<file path="config.mk">
export PLATFORM = sky130hd
export DESIGN_NAME = pcpe_ctrl
export DESIGN_NICKNAME = d
export VERILOG_FILES = /design/src/design/pcpe_pkg.sv /design/src/design/pcpe_ctrl.sv
export SDC_FILE = /design/constraint.sdc
export NUM_CORES = 1
export LEC_CHECK = 0
export CORE_AREA = 8 8 59 61
export DETAILED_ROUTE_END_ITERATION = 8
export DIE_AREA = 0 0 67 69
export DONT_BUFFER_PORTS = 1
export SYNTH_ARGS = -nofsm -noshare
export SYNTH_HDL_FRONTEND = slang
export SYNTH_SLANG_ARGS = --single-unit
</file>
<file path="constraint.sdc">
create_clock -name i_clk -period 1.5 [get_ports i_clk]
set_input_delay 0.15 -clock i_clk [delete_from_list [all_inputs] [get_ports i_clk]]
set_output_delay 0.15 -clock i_clk [all_outputs]
set_load 0.02 [all_outputs]
</file>
<file path="src/design/pcpe_pkg.sv">
// Shared types and constants of the Pearson correlation pair engine.
// Used by pcpe_ctrl, pcpe_dp and the top level; depends on nothing else.
`default_nettype none
package pcpe_pkg;

    localparam int MAX_GENES   = 256;
    localparam int MAX_SAMPLES = 64;
    localparam int VALUE_BITS  = 16;

    localparam int GENE_BITS   = $clog2(MAX_GENES);
    localparam int SAMPLE_BITS = $clog2(MAX_SAMPLES);
    localparam int ADDR_BITS   = GENE_BITS + SAMPLE_BITS;
    localparam int M_BITS      = SAMPLE_BITS + 1;
    localparam int NG_BITS     = GENE_BITS + 1;
    localparam int CFG_BITS    = 9;

    // Exact-sum widths for 16-bit values and up to 64 samples.
    localparam int SUM_BITS  = 22;
    localparam int SQ_BITS   = 37;
    localparam int XY_BITS   = 38;
    localparam int VAR_BITS  = 44;
    localparam int PROD_BITS = 2 * VAR_BITS;
    localparam int DIV_SHIFT = 30;
    localparam int REM_BITS  = PROD_BITS + DIV_SHIFT;
    localparam int QUO_BITS  = DIV_SHIFT + 1;
    localparam int ROOT_BITS = 16;

    localparam int DIGIT_BITS = 4;
    localparam int MUL_STEPS  = VAR_BITS / DIGIT_BITS;
    localparam int DIV_STEPS  = QUO_BITS;
    localparam int SQRT_STEPS = ROOT_BITS;

    localparam logic [15:0] ONE_Q14 = 16'd16384;

    typedef enum logic [0:0] {
        CFG_NUM_GENES   = 1'b0,
        CFG_NUM_SAMPLES = 1'b1
    } t_cfg_index;

    typedef enum logic [1:0] {
        ST_OK       = 2'd0,
        ST_ZERO_VAR = 2'd1,
        ST_RANGE    = 2'd2
    } t_status;

    typedef enum logic [3:0] {
        OP_NONE,
        OP_WRITE,
        OP_LATCH,
        OP_READ,
        OP_VAR1,
        OP_VAR2,
        OP_MUL_P,
        OP_MUL_R,
        OP_MUL_STEP,
        OP_DIV_LOAD,
        OP_DIV_STEP,
        OP_SQRT_LOAD,
        OP_SQRT_STEP,
        OP_FINISH
    } t_dp_op;

    typedef struct packed {
        t_dp_op                 op;
        logic [SAMPLE_BITS-1:0] idx;
    } t_dp_cmd;

    typedef struct packed {
        logic range_err;
        logic same_gene;
        logic zero_var;
    } t_dp_sts;

endpackage
`default_nettype wire

</file>
<file path="src/design/pcpe_ctrl.sv">
// Sequencer of the correlation engine: walks a query through its phases.
// Depends on pcpe_pkg; drives pcpe_dp through t_dp_cmd.
`default_nettype none
module pcpe_ctrl (
    input  wire logic                         i_clk,
    input  wire logic                         i_rst_n,
    input  wire logic                         i_in_valid,
    input  wire logic                         i_cmd,
    input  wire logic [pcpe_pkg::M_BITS-1:0]  i_m,
    input  wire logic                         i_out_stall,
    input  wire pcpe_pkg::t_dp_sts            i_sts,
    output logic                              o_in_stall,
    output logic                              o_out_valid,
    output pcpe_pkg::t_dp_cmd                 o_dp_cmd
);
    import pcpe_pkg::*;

    typedef enum logic [3:0] {
        S_IDLE, S_CHECK, S_ACC, S_DRAIN, S_VAR1, S_VAR2, S_ZCHK,
        S_MULP_LD, S_MULP, S_MULR_LD, S_MULR, S_DIV_LD, S_DIV,
        S_SQ_LD, S_SQ, S_FINISH
    } t_state;

    t_state                 r_state, n_state;
    logic [SAMPLE_BITS-1:0] r_cnt, n_cnt;
    logic                   r_out_valid;
    logic                   w_out_free;

    assign w_out_free  = !r_out_valid || !i_out_stall;
    assign o_in_stall  = (r_state != S_IDLE);
    assign o_out_valid = r_out_valid;

    always_comb begin
        n_state      = r_state;
        n_cnt        = r_cnt;
        o_dp_cmd.op  = OP_NONE;
        o_dp_cmd.idx = r_cnt;
        case (r_state)
            S_IDLE: begin
                if (i_in_valid) begin
                    if (i_cmd) begin
                        o_dp_cmd.op = OP_LATCH;
                        n_state     = S_CHECK;
                    end else begin
                        o_dp_cmd.op = OP_WRITE;
                    end
                end
            end
            S_CHECK: begin
                n_cnt = '0;
                if (i_sts.range_err || i_sts.same_gene) begin
                    n_state = S_FINISH;
                end else if (i_m == '0) begin
                    n_state = S_DRAIN;
                end else begin
                    n_state = S_ACC;
                end
            end
            S_ACC: begin
                o_dp_cmd.op = OP_READ;
                if ({1'b0, r_cnt} == i_m - M_BITS'(1)) begin
                    n_cnt   = '0;
                    n_state = S_DRAIN;
                end else begin
                    n_cnt = r_cnt + SAMPLE_BITS'(1);
                end
            end
            S_DRAIN: begin
                // Lets the read and product stages settle before the variances are formed.
                if (r_cnt == SAMPLE_BITS'(1)) begin
                    n_state = S_VAR1;
                end else begin
                    n_cnt = r_cnt + SAMPLE_BITS'(1);
                end
            end
            S_VAR1: begin
                o_dp_cmd.op = OP_VAR1;
                n_state     = S_VAR2;
            end
            S_VAR2: begin
                o_dp_cmd.op = OP_VAR2;
                n_state     = S_ZCHK;
            end
            S_ZCHK: begin
                n_state = i_sts.zero_var ? S_FINISH : S_MULP_LD;
            end
            S_MULP_LD: begin
                o_dp_cmd.op = OP_MUL_P;
                n_cnt       = '0;
                n_state     = S_MULP;
            end
            S_MULP: begin
                o_dp_cmd.op = OP_MUL_STEP;
                n_cnt       = r_cnt + SAMPLE_BITS'(1);
                if (r_cnt == SAMPLE_BITS'(MUL_STEPS - 1)) begin
                    n_state = S_MULR_LD;
                end
            end
            S_MULR_LD: begin
                o_dp_cmd.op = OP_MUL_R;
                n_cnt       = '0;
                n_state     = S_MULR;
            end
            S_MULR: begin
                o_dp_cmd.op = OP_MUL_STEP;
                n_cnt       = r_cnt + SAMPLE_BITS'(1);
                if (r_cnt == SAMPLE_BITS'(MUL_STEPS - 1)) begin
                    n_state = S_DIV_LD;
                end
            end
            S_DIV_LD: begin
                o_dp_cmd.op = OP_DIV_LOAD;
                n_cnt       = '0;
                n_state     = S_DIV;
            end
            S_DIV: begin
                o_dp_cmd.op = OP_DIV_STEP;
                n_cnt       = r_cnt + SAMPLE_BITS'(1);
                if (r_cnt == SAMPLE_BITS'(DIV_STEPS - 1)) begin
                    n_state = S_SQ_LD;
                end
            end
            S_SQ_LD: begin
                o_dp_cmd.op = OP_SQRT_LOAD;
                n_cnt       = '0;
                n_state     = S_SQ;
            end
            S_SQ: begin
                o_dp_cmd.op = OP_SQRT_STEP;
                n_cnt       = r_cnt + SAMPLE_BITS'(1);
                if (r_cnt == SAMPLE_BITS'(SQRT_STEPS - 1)) begin
                    n_state = S_FINISH;
                end
            end
            S_FINISH: begin
                if (w_out_free) begin
                    o_dp_cmd.op = OP_FINISH;
                    n_state     = S_IDLE;
                end
            end
            default: begin
                n_state = S_IDLE;
            end
        endcase
    end

    always_ff @(posedge i_clk) begin
        if (!i_rst_n) begin
            r_state     <= S_IDLE;
            r_cnt       <= '0;
            r_out_valid <= 1'b0;
        end else begin
            r_state <= n_state;
            r_cnt   <= n_cnt;
            if (r_state == S_FINISH && w_out_free) begin
                r_out_valid <= 1'b1;
            end else if (r_out_valid && !i_out_stall) begin
                r_out_valid <= 1'b0;
            end
        end
    end

endmodule
`default_nettype wire

</file>
# After elaboration in Yosys (flattened, before gate mapping)
# Cells that the tools add are included.
[word_totals] ff_bits=11 in_bits=15
[classes] n_addsub=2 n_eq_ne=30 muxes=22 n_reduce_logical=16
[op_table] cell="case mux 4 bit (16 select lines)" count=1
[op_table] cell="two-way mux 4 bit" count=12
[op_table] cell="case mux 4 bit (12 select lines)" count=1
[op_table] cell="== test 4 bit, second input constant" count=8
[op_table] cell="case mux 6 bit (4 select lines)" count=1
[op_table] cell="!= test 2 bit, second input constant" count=10
[op_table] cell="== test 4 x 3 -> 1 bit, second input constant" count=4
[op_table] cell="== test 6 x 4 -> 1 bit, second input constant" count=2
[op_table] cell="two-way mux 6 bit" count=2
[op_table] cell="AND reduction 9 bit" count=1
[op_table] cell="== test 4 x 2 -> 1 bit, second input constant" count=2
[op_table] cell="nonzero test 4 bit" count=2
[op_table] cell="== test 6 x 7 -> 1 bit" count=1
[op_table] cell="zero test 7 bit" count=1
[op_table] cell="subtractor 7 x 1 -> 7 bit, second input constant" count=1
[op_table] cell="adder 6 x 1 -> 6 bit, second input constant" count=1
[op_table] cell="== test 6 x 1 -> 1 bit, second input constant" count=1
[op_table] cell="== test 6 x 5 -> 1 bit, second input constant" count=1
[op_table] cell="OR reduction 5 bit" count=1
[op_table] cell="== test 4 x 1 -> 1 bit, second input constant" count=1
[op_table] cell="zero test 4 bit" count=1
[op_table] cell="two-way mux 2 bit" count=2
[op_table] cell="OR reduction 4 bit" count=1
[op_table] cell="two-way mux 1 bit" count=3
[op_table] cell="other kinds (6)" count=9

# Longest topological paths before layout
# Gate-level depths: netlist (run 1).
[logic_depth] depth_word=4 mapped_depth=7 mapped_depth_nobuf=7

# Worst setup path after synthesis (run 1)
# No wires, ideal clock.
[synth_timing] path_type="register -> register" from="register r_cnt[0]" to="register r_state[2]" arrival_time_ps=1742 t_required_ps=1441 setup_slack_ps=-301 path_stages_with_launch=7 n_path_buf=0 synth_period_minus_slack_ps=1801 cell_sequence="dfxtp_1 > ha_1 > nand3_1 > o311ai_0 > o211ai_1 > o41ai_1 > and2_1"
[synth_between] elab_chain_len=3 elab_cells_between_ends=12
[synth_rtl] element="start, declared" line_no="pcpe_ctrl.sv:25" text="logic [SAMPLE_BITS-1:0] r_cnt, n_cnt;"
[synth_rtl] element="start signal, assigned" line_no="pcpe_ctrl.sv:154" text="r_cnt <= n_cnt;"
[synth_rtl] element="== test 6 x 7 -> 1 bit, or another cell as far along" line_no="pcpe_ctrl.sv:61" text="if ({1'b0, r_cnt} == i_m - M_BITS'(1)) begin"
[synth_rtl] element="!= test 2 bit (no source line)"
[synth_rtl] element="AND reduction 9 bit (no source line) *"
[synth_rtl] element="end signal, assigned" line_no="pcpe_ctrl.sv:153" text="r_state <= n_state;"
[synth_rtl] element="end, declared" line_no="pcpe_ctrl.sv:24" text="t_state r_state, n_state;"
# Every way passes the cells marked *; elsewhere a longest branch is shown, timed or not.
# A chain may end at the register's enable or synchronous reset.

# Worst setup path after layout (run 1)
[layout_timing] from="register r_state[0]" to="register r_state[3]"
[layout_between] elab_chain_len=3 elab_cells_between_ends=27
[layout_rtl] element="== test 4 bit, or another cell as far along" line_no="pcpe_ctrl.sv:38" text="case (r_state)"
[layout_rtl] element="!= test 2 bit (no source line)"
[layout_rtl] element="AND reduction 9 bit (no source line)"
# Several ways; a longest one is shown, not always the timed one.

==> out/qor.yml, run 1 <==
cellPowerDensity_nw_per_um2: 1430
synth.most_common_cell: "nand2_1"
hpwl_mm: 2.72
avgSynthCellArea_um2: 7.81
routed_wl_mm: 4.35
grt_pass1_vias: 1353
clock_power_share_pct: 7.2
switchingPower_mw: 1.26
num-nets-final: 224
insertion_delay_ns: 0.27
cp_data_arrival_time_ns: 1.94
hold_viol: 0
n_antenna_cell: 0
wire_per_inst_um: 18.6
routabilityCongestion: 0.907
layout-drive-gt1-share_pct: 57.6
postLayoutCellArea_um2: 1960
start_kind: "flip-flop"
overflow: 0
setup_viol: 14
criticalPathCategory: "reg2reg"
synth_area_um2: 1170
crit_chain: "or4_4 > a21o_1 > o211ai_1 > buf_4 > o21bai_1 > o311a_1"
netlist_top_cells_area: "dfxtp_1, ha_1, xnor2_1"
drt.antenna.violating_nets: 0
ys.warnings.count: 0
viasPerCell: 6.08
peakVddDrop_uv: 1180
cts_made_buffers: 3
busiest_layer: "met2"
slew_headroom_pct: 73.3
cp_max_fo: 3
grt_pass1_wl_mm: 6.13
port-buffer-count: 0
status: "finished, violations left"
fin_skew_ns: 0.0100
htreeDepth: 1
grt.met2_usage_pct: 27.2
area_growth_syn_to_layout_pct: 67.7
finalMaxSlewViolations: 0
finalPower_mw: 2.81
fin_crit_ns: 1.79
rows: 19
grt_max_degree: 15
rrSetupSlack_ns: -0.29
grtUsageMet1_pct: 19.2
die_h_um: 69
cts.sinks: 11
rsz0062_at_grt: "yes"
hold_path_class: "in2reg"
p_sw_share_pct: 45.0
clkTransAtPathRegs_ns: 0.08
fmax_mhz: 560
yosys.area.top_type_share_pct: 18.8
drc_errors: 0
worstSetupEndpointType: "flip-flop"
syn_nets: 170
cts_tree: "done"
drv_cap: 0
ys_seq_area_share_pct: 18.8
grtUsageMet3_pct: 3.72
min_period_over_period_pct: 119
synth_top_area_cell: "dfxtp_1"
yosys-top-cells-count: "nand2_1, dfxtp_1, o21ai_0"
critical_path.top_delay_family: "compound AO/OA/AOI/OAI gates"
cp_num_buf_inv: 1
fin_ws_ns: -0.286
p_comb_share_pct: 76.0
fp.dieW_um: 67
violations: "negative setup slack"
crit_slowest_cell: "or4_4"
die-area_um2: 4620
async_reset_ff_share_pct: 0
synth-seq-cells: 11
postSynthCellCount: 150
synth_edf_count: 0
cts_root_buf: "clkbuf_4"
start_util_pct: 44.8
drtIter0Drc: 188
seqPwrFrac_pct: 16.8
synth.distinct_cells: 49
synth_top_flop_cell: "dfxtp_1"
ctsLongestPathBuffers: 2
dpl_cell_area_um2: 1510
required_ns: 1.66
tightest_slew_ns: 0.399
vias: 1423
slowest_delay_ns: 0.55
core_um2: 2620
grt_usage_pct: 15.9
p_leak_nw: 0.782
p_int_mw: 1.54
ios: 27
first_pass_iters: 4
antenna_found_initial: 0
worst paths after layout:
| kind | from | to | cells past startpoint |
|---|---|---|---|
| max | r_state[0]$_SDFFE_PN0P_ | r_state[3]$_SDFFE_PN0P_ | 6 |
| min | i_rst_n | r_state[3]$_SDFFE_PN0P_ | 1 |
| max reg2reg | r_state[0]$_SDFFE_PN0P_ | r_state[3]$_SDFFE_PN0P_ | 6 |
| min reg2reg | o_out_valid$_SDFFE_PN0P_ | o_out_valid$_SDFFE_PN0P_ | 2 |
routing by layer:
layer | share of wire (%) | wire length (µm) | vias to the layer above
met5 | 0 | 0 | -
met4 | 1.5 | 66 | 0
met1 | 40 | 1750 | 686
li1 | - | - | 668
met3 | 7.7 | 337 | 6
met2 | 51 | 2200 | 63
what timing repair did:
item	in CTS	in global routing
hold buffers	1	1
resized for setup	31	42
pin swaps	9	24
hold endpoints to repair	1	2
cloned	0	0
setup buffers	6	10
endpoints found under the setup margin	14	15
area by class of cell:
class                      count  area, µm²
multi-input combinational    121       1100
fill                         183        651
timing repair buffer          59        518
sequential                    11        253
tap                           31       38.8
inverter                       8       30.0
clock buffer                   4       26.3
cell usage in the layout (no fill, tap or decap), drive strengths merged, types with 2 or more instances in the layout:
master / count
a211oi: 6
a21o: 2
a31oi: 2
o21bai: 3
nand3b: 2
nor3b: 5
nor2: 6
inv: 8
nand2: 13
buf: 57
nor2b: 3
and2: 3
xor2: 3
nor3: 3
a21oi: 8
nor4: 4
nand3: 3
xnor2: 7
a21boi: 3
nand2b: 2
o211ai: 5
or2: 2
dfxtp: 11
or4: 2
ha: 5
dlygate4sd3: 2
clkbuf: 4
and3: 2
o21ai: 9
per-stage QoR:
stage / hold slack (ns) / setup TNS [ns] / cells / setup WS (ns) / util [%]
final: 0.0221 / -1.64 / 234 / -0.286 / 75.1
after global placement: 0.279 / -1.25 / 213 / -0.163 / 57.7
after floorplan: 0.272 / -0.594 / 150 / -0.0759 / -
after detailed placement: 0.283 / -1.84 / 213 / -0.236 / 57.7
after global routing: 0.0150 / -2.96 / 234 / -0.332 / 75.1
after CTS: 0.00567 / -1.27 / 223 / -0.193 / 64.5
cells by family (layout without fill, tap and decap cells):
logic type                 count (synthesis)  after routing  synth area share, %
buffers and inverters                     18             71                 6.20
DFF                                       11             11                 18.8
AOI/OAI and AO/OA                         50             50                 32.7
and+or+nand+nor                           55             55                 28.6
xor gates and xnor gates                  10             10                 7.48
muxes                                      1              1                0.855
adders and majority gates                  5              5                 5.34
state kept, by name, summed over array words and instances, names as in the netlist:
name and count:
r_cnt 6, o_out_valid 1, r_state 4
power groups by stage:
stage | clock [mW] | sequential (mW) | combinational, mW
floorplan | 0 | 0.468 | 0.921
global placement | 0 | 0.455 | 1.43
detailed placement | 0 | 0.457 | 1.46
CTS | 0.210 | 0.462 | 1.67
global route | 0.226 | 0.473 | 2.25
finish | 0.203 | 0.471 | 2.13
Power figures use the tool's default switching activity.
==> inputs of run 2 (changes only) <==
SKIP_CTS_REPAIR_TIMING = 1   (was default)
clock period = 1.7 ns   (was 1.5 ns; I/O delays follow)
==> run 2 against run 1 <==
The run still ends with negative setup slack left; hold slack worse by 0.015 ns; non-clock buffer count shrank 28; largest cell class unchanged; clock power fell by 6%; sequential share of layout area increased by 3.4 points.
==> out/qor.yml, run 2 (synthesis gave the netlist of run 1 again) <==
dpl_cell_area_um2: 1410  # -6.6%
cp_data_arrival_time_ns: 1.54  # -0.40 ns
peakVddDrop_uv: 776  # -34%
crit_slowest_cell: "dfxtp_4"
status: "finished, violations left"
final_common_cell: "buf_4"
multiInputGateArea_um2: 928  # -15%
insertion_delay_ns: 0.28  # about the same
slowest_delay_ns: 0.37  # -0.18 ns
r2r_start: "r_cnt[0]$_SDFFE_PN0P_"
hold_path_class: "in2reg"
drv_cap: 0  # unchanged
min_period_over_period_pct: 100
hpwl_mm: 2.62  # -3.8%
largest-register: "r_cnt"
htreeDepth: 1  # unchanged
grt_pass1_vias: 1188  # -12%
core_um2: 2620  # unchanged
post-route-util_pct: 57.5  # -18 points
n_antenna_cell: 0  # unchanged
ios: 27  # unchanged
grt_max_degree: 14  # -1
tightest_slew_ns: 0.349  # -0.0498 ns
num-nets-final: 196  # -13%
cts.sinks: 11  # unchanged
antenna_found_initial: 0  # unchanged
drtIter0Drc: 73  # -61%
crit_chain: "buf_4 > and2_2 > a211oi_1 > a21oi_1 > buf_4"
start_util_pct: 44.8  # unchanged
first_pass_iters: 4  # unchanged
criticalPathCategory: "reg2out"
p_leak_nw: 0.569  # -27%
drc_errors: 0  # unchanged
cp_max_fo: 8  # +5
fillers: 250  # +37%
die_h_um: 69  # unchanged
mostFrequentLayoutCells: "buf_4, nand2_1, o21ai_0, inv_1"
area_growth_syn_to_layout_pct: 28.4
ctsLongestPathBuffers: 2  # unchanged
rows: 19  # unchanged
vias: 1234  # -13%
finalMaxSlewViolations: 0  # unchanged
crit_start: "r_state[0]$_SDFFE_PN0P_"
fin_ws_ns: -0.00705  # +0.278 ns
setup_viol: 1  # -13
slew_headroom_pct: 76.6  # +3.3 points
cp_num_buf_inv: 2  # +1
cts_tree: "done"
routabilityCongestion: 0.873  # -3.7%
postLayoutCellArea_um2: 1500  # -23%
grt_pass1_wl_mm: 5.51  # -10%
cts_root_buf: "clkbuf_4"
hp-start: "i_rst_n"
hold_viol: 0  # unchanged
overflow: 0  # unchanged
layout-drive-gt1-share_pct: 38.3  # -19 points
worstSetupEndpointType: "primary output"
routed_wl_mm: 3.39  # -22%
port-buffer-count: 0  # unchanged
clkTransAtPathRegs_ns: 0.07  # about the same
fmax_mhz: 586
largest_register_ffs: 6  # unchanged
fp.dieW_um: 67  # unchanged
cellPowerDensity_nw_per_um2: 1270  # -11%
ff_latch_area_um2: 244  # -3.5%
critical_path.top_delay_family: "flip-flops"
violations: "negative setup slack"
cp_common_cell: "buf_4"
wire_per_inst_um: 16.4  # -12%
cts_made_buffers: 3  # unchanged
die-area_um2: 4620  # unchanged
drt.antenna.violating_nets: 0  # unchanged
fin_crit_ns: 1.71
grt_usage_pct: 14.4  # -1.5 points
rsz0062_at_grt: "yes"
viasPerCell: 5.99  # -1.5%
start_kind: "flip-flop"
required_ns: 1.53  # -0.13 ns
fin_skew_ns: 0.00269  # -0.00735 ns
==> run 2: routing by layer <==
layer | wire (µm) | vias to the layer above | track usage, %
li1 | - | 612 | -
met1 | 1410 | 575 | 18.1
met2 | 1640 | 36 | 23.0
met3 | 236 | 11 | 2.75
met4 | 95 | 0 | 5.81
met5 | 0 | - | 0
==> run 2: path summary, 6_finish.rpt <==
path	to	slack (ns)	cells after the start
max	o_dp_cmd[7]	-0.007	5
min	r_state[3]$_SDFFE_PN0P_	0.007	1
max reg2reg	r_cnt[4]$_SDFFE_PN0P_	0.02	6
min reg2reg	r_cnt[0]$_SDFFE_PN0P_	0.56	2
==> run 2: worst register-to-register path, delay by kind of cell (launching register included) <==
kind,cells,cell delay (ns)
AOI/OAI and AO/OA,2,0.59
xor gates and xnor gates,1,0.10
adders and majority gates,1,0.21
buffers and inverters,1,0.15
DFF,1,0.34
and+or+nand+nor,1,0.20
==> run 2: stage by stage <==
step                instances  setup slack [ns]   TNS, ns  hold WS, ns  power (mW)
floorplan                 150           0.00214         0        0.292        1.21
global placement          202            0.0102         0        0.298        1.64
detailed placement        202           -0.0421   -0.0421        0.296        1.66
CTS                       206            -0.123    -0.321      0.00833        1.85
global route              206           -0.0921    -0.389      0.00618        2.06
finish                    206          -0.00705  -0.00705      0.00681        1.91
==> run 2: final cells by class <==
class,instances,share of cell area [%]
Clock buffer,4,1.75
Inverter,8,2.00
Multi-Input combinational cell,121,61.7
Sequential cell,11,16.2
Tap cell,31,2.58
Timing Repair Buffer,31,15.7
==> run 2: power by group <==
group	switching, mW	leakage (nW)	internal, mW
Sequential	0.0936	0.0957	0.332
Combinational	0.686	0.459	0.611
Clock	0.0988	0.0150	0.0913
Total	0.879	0.569	1.03
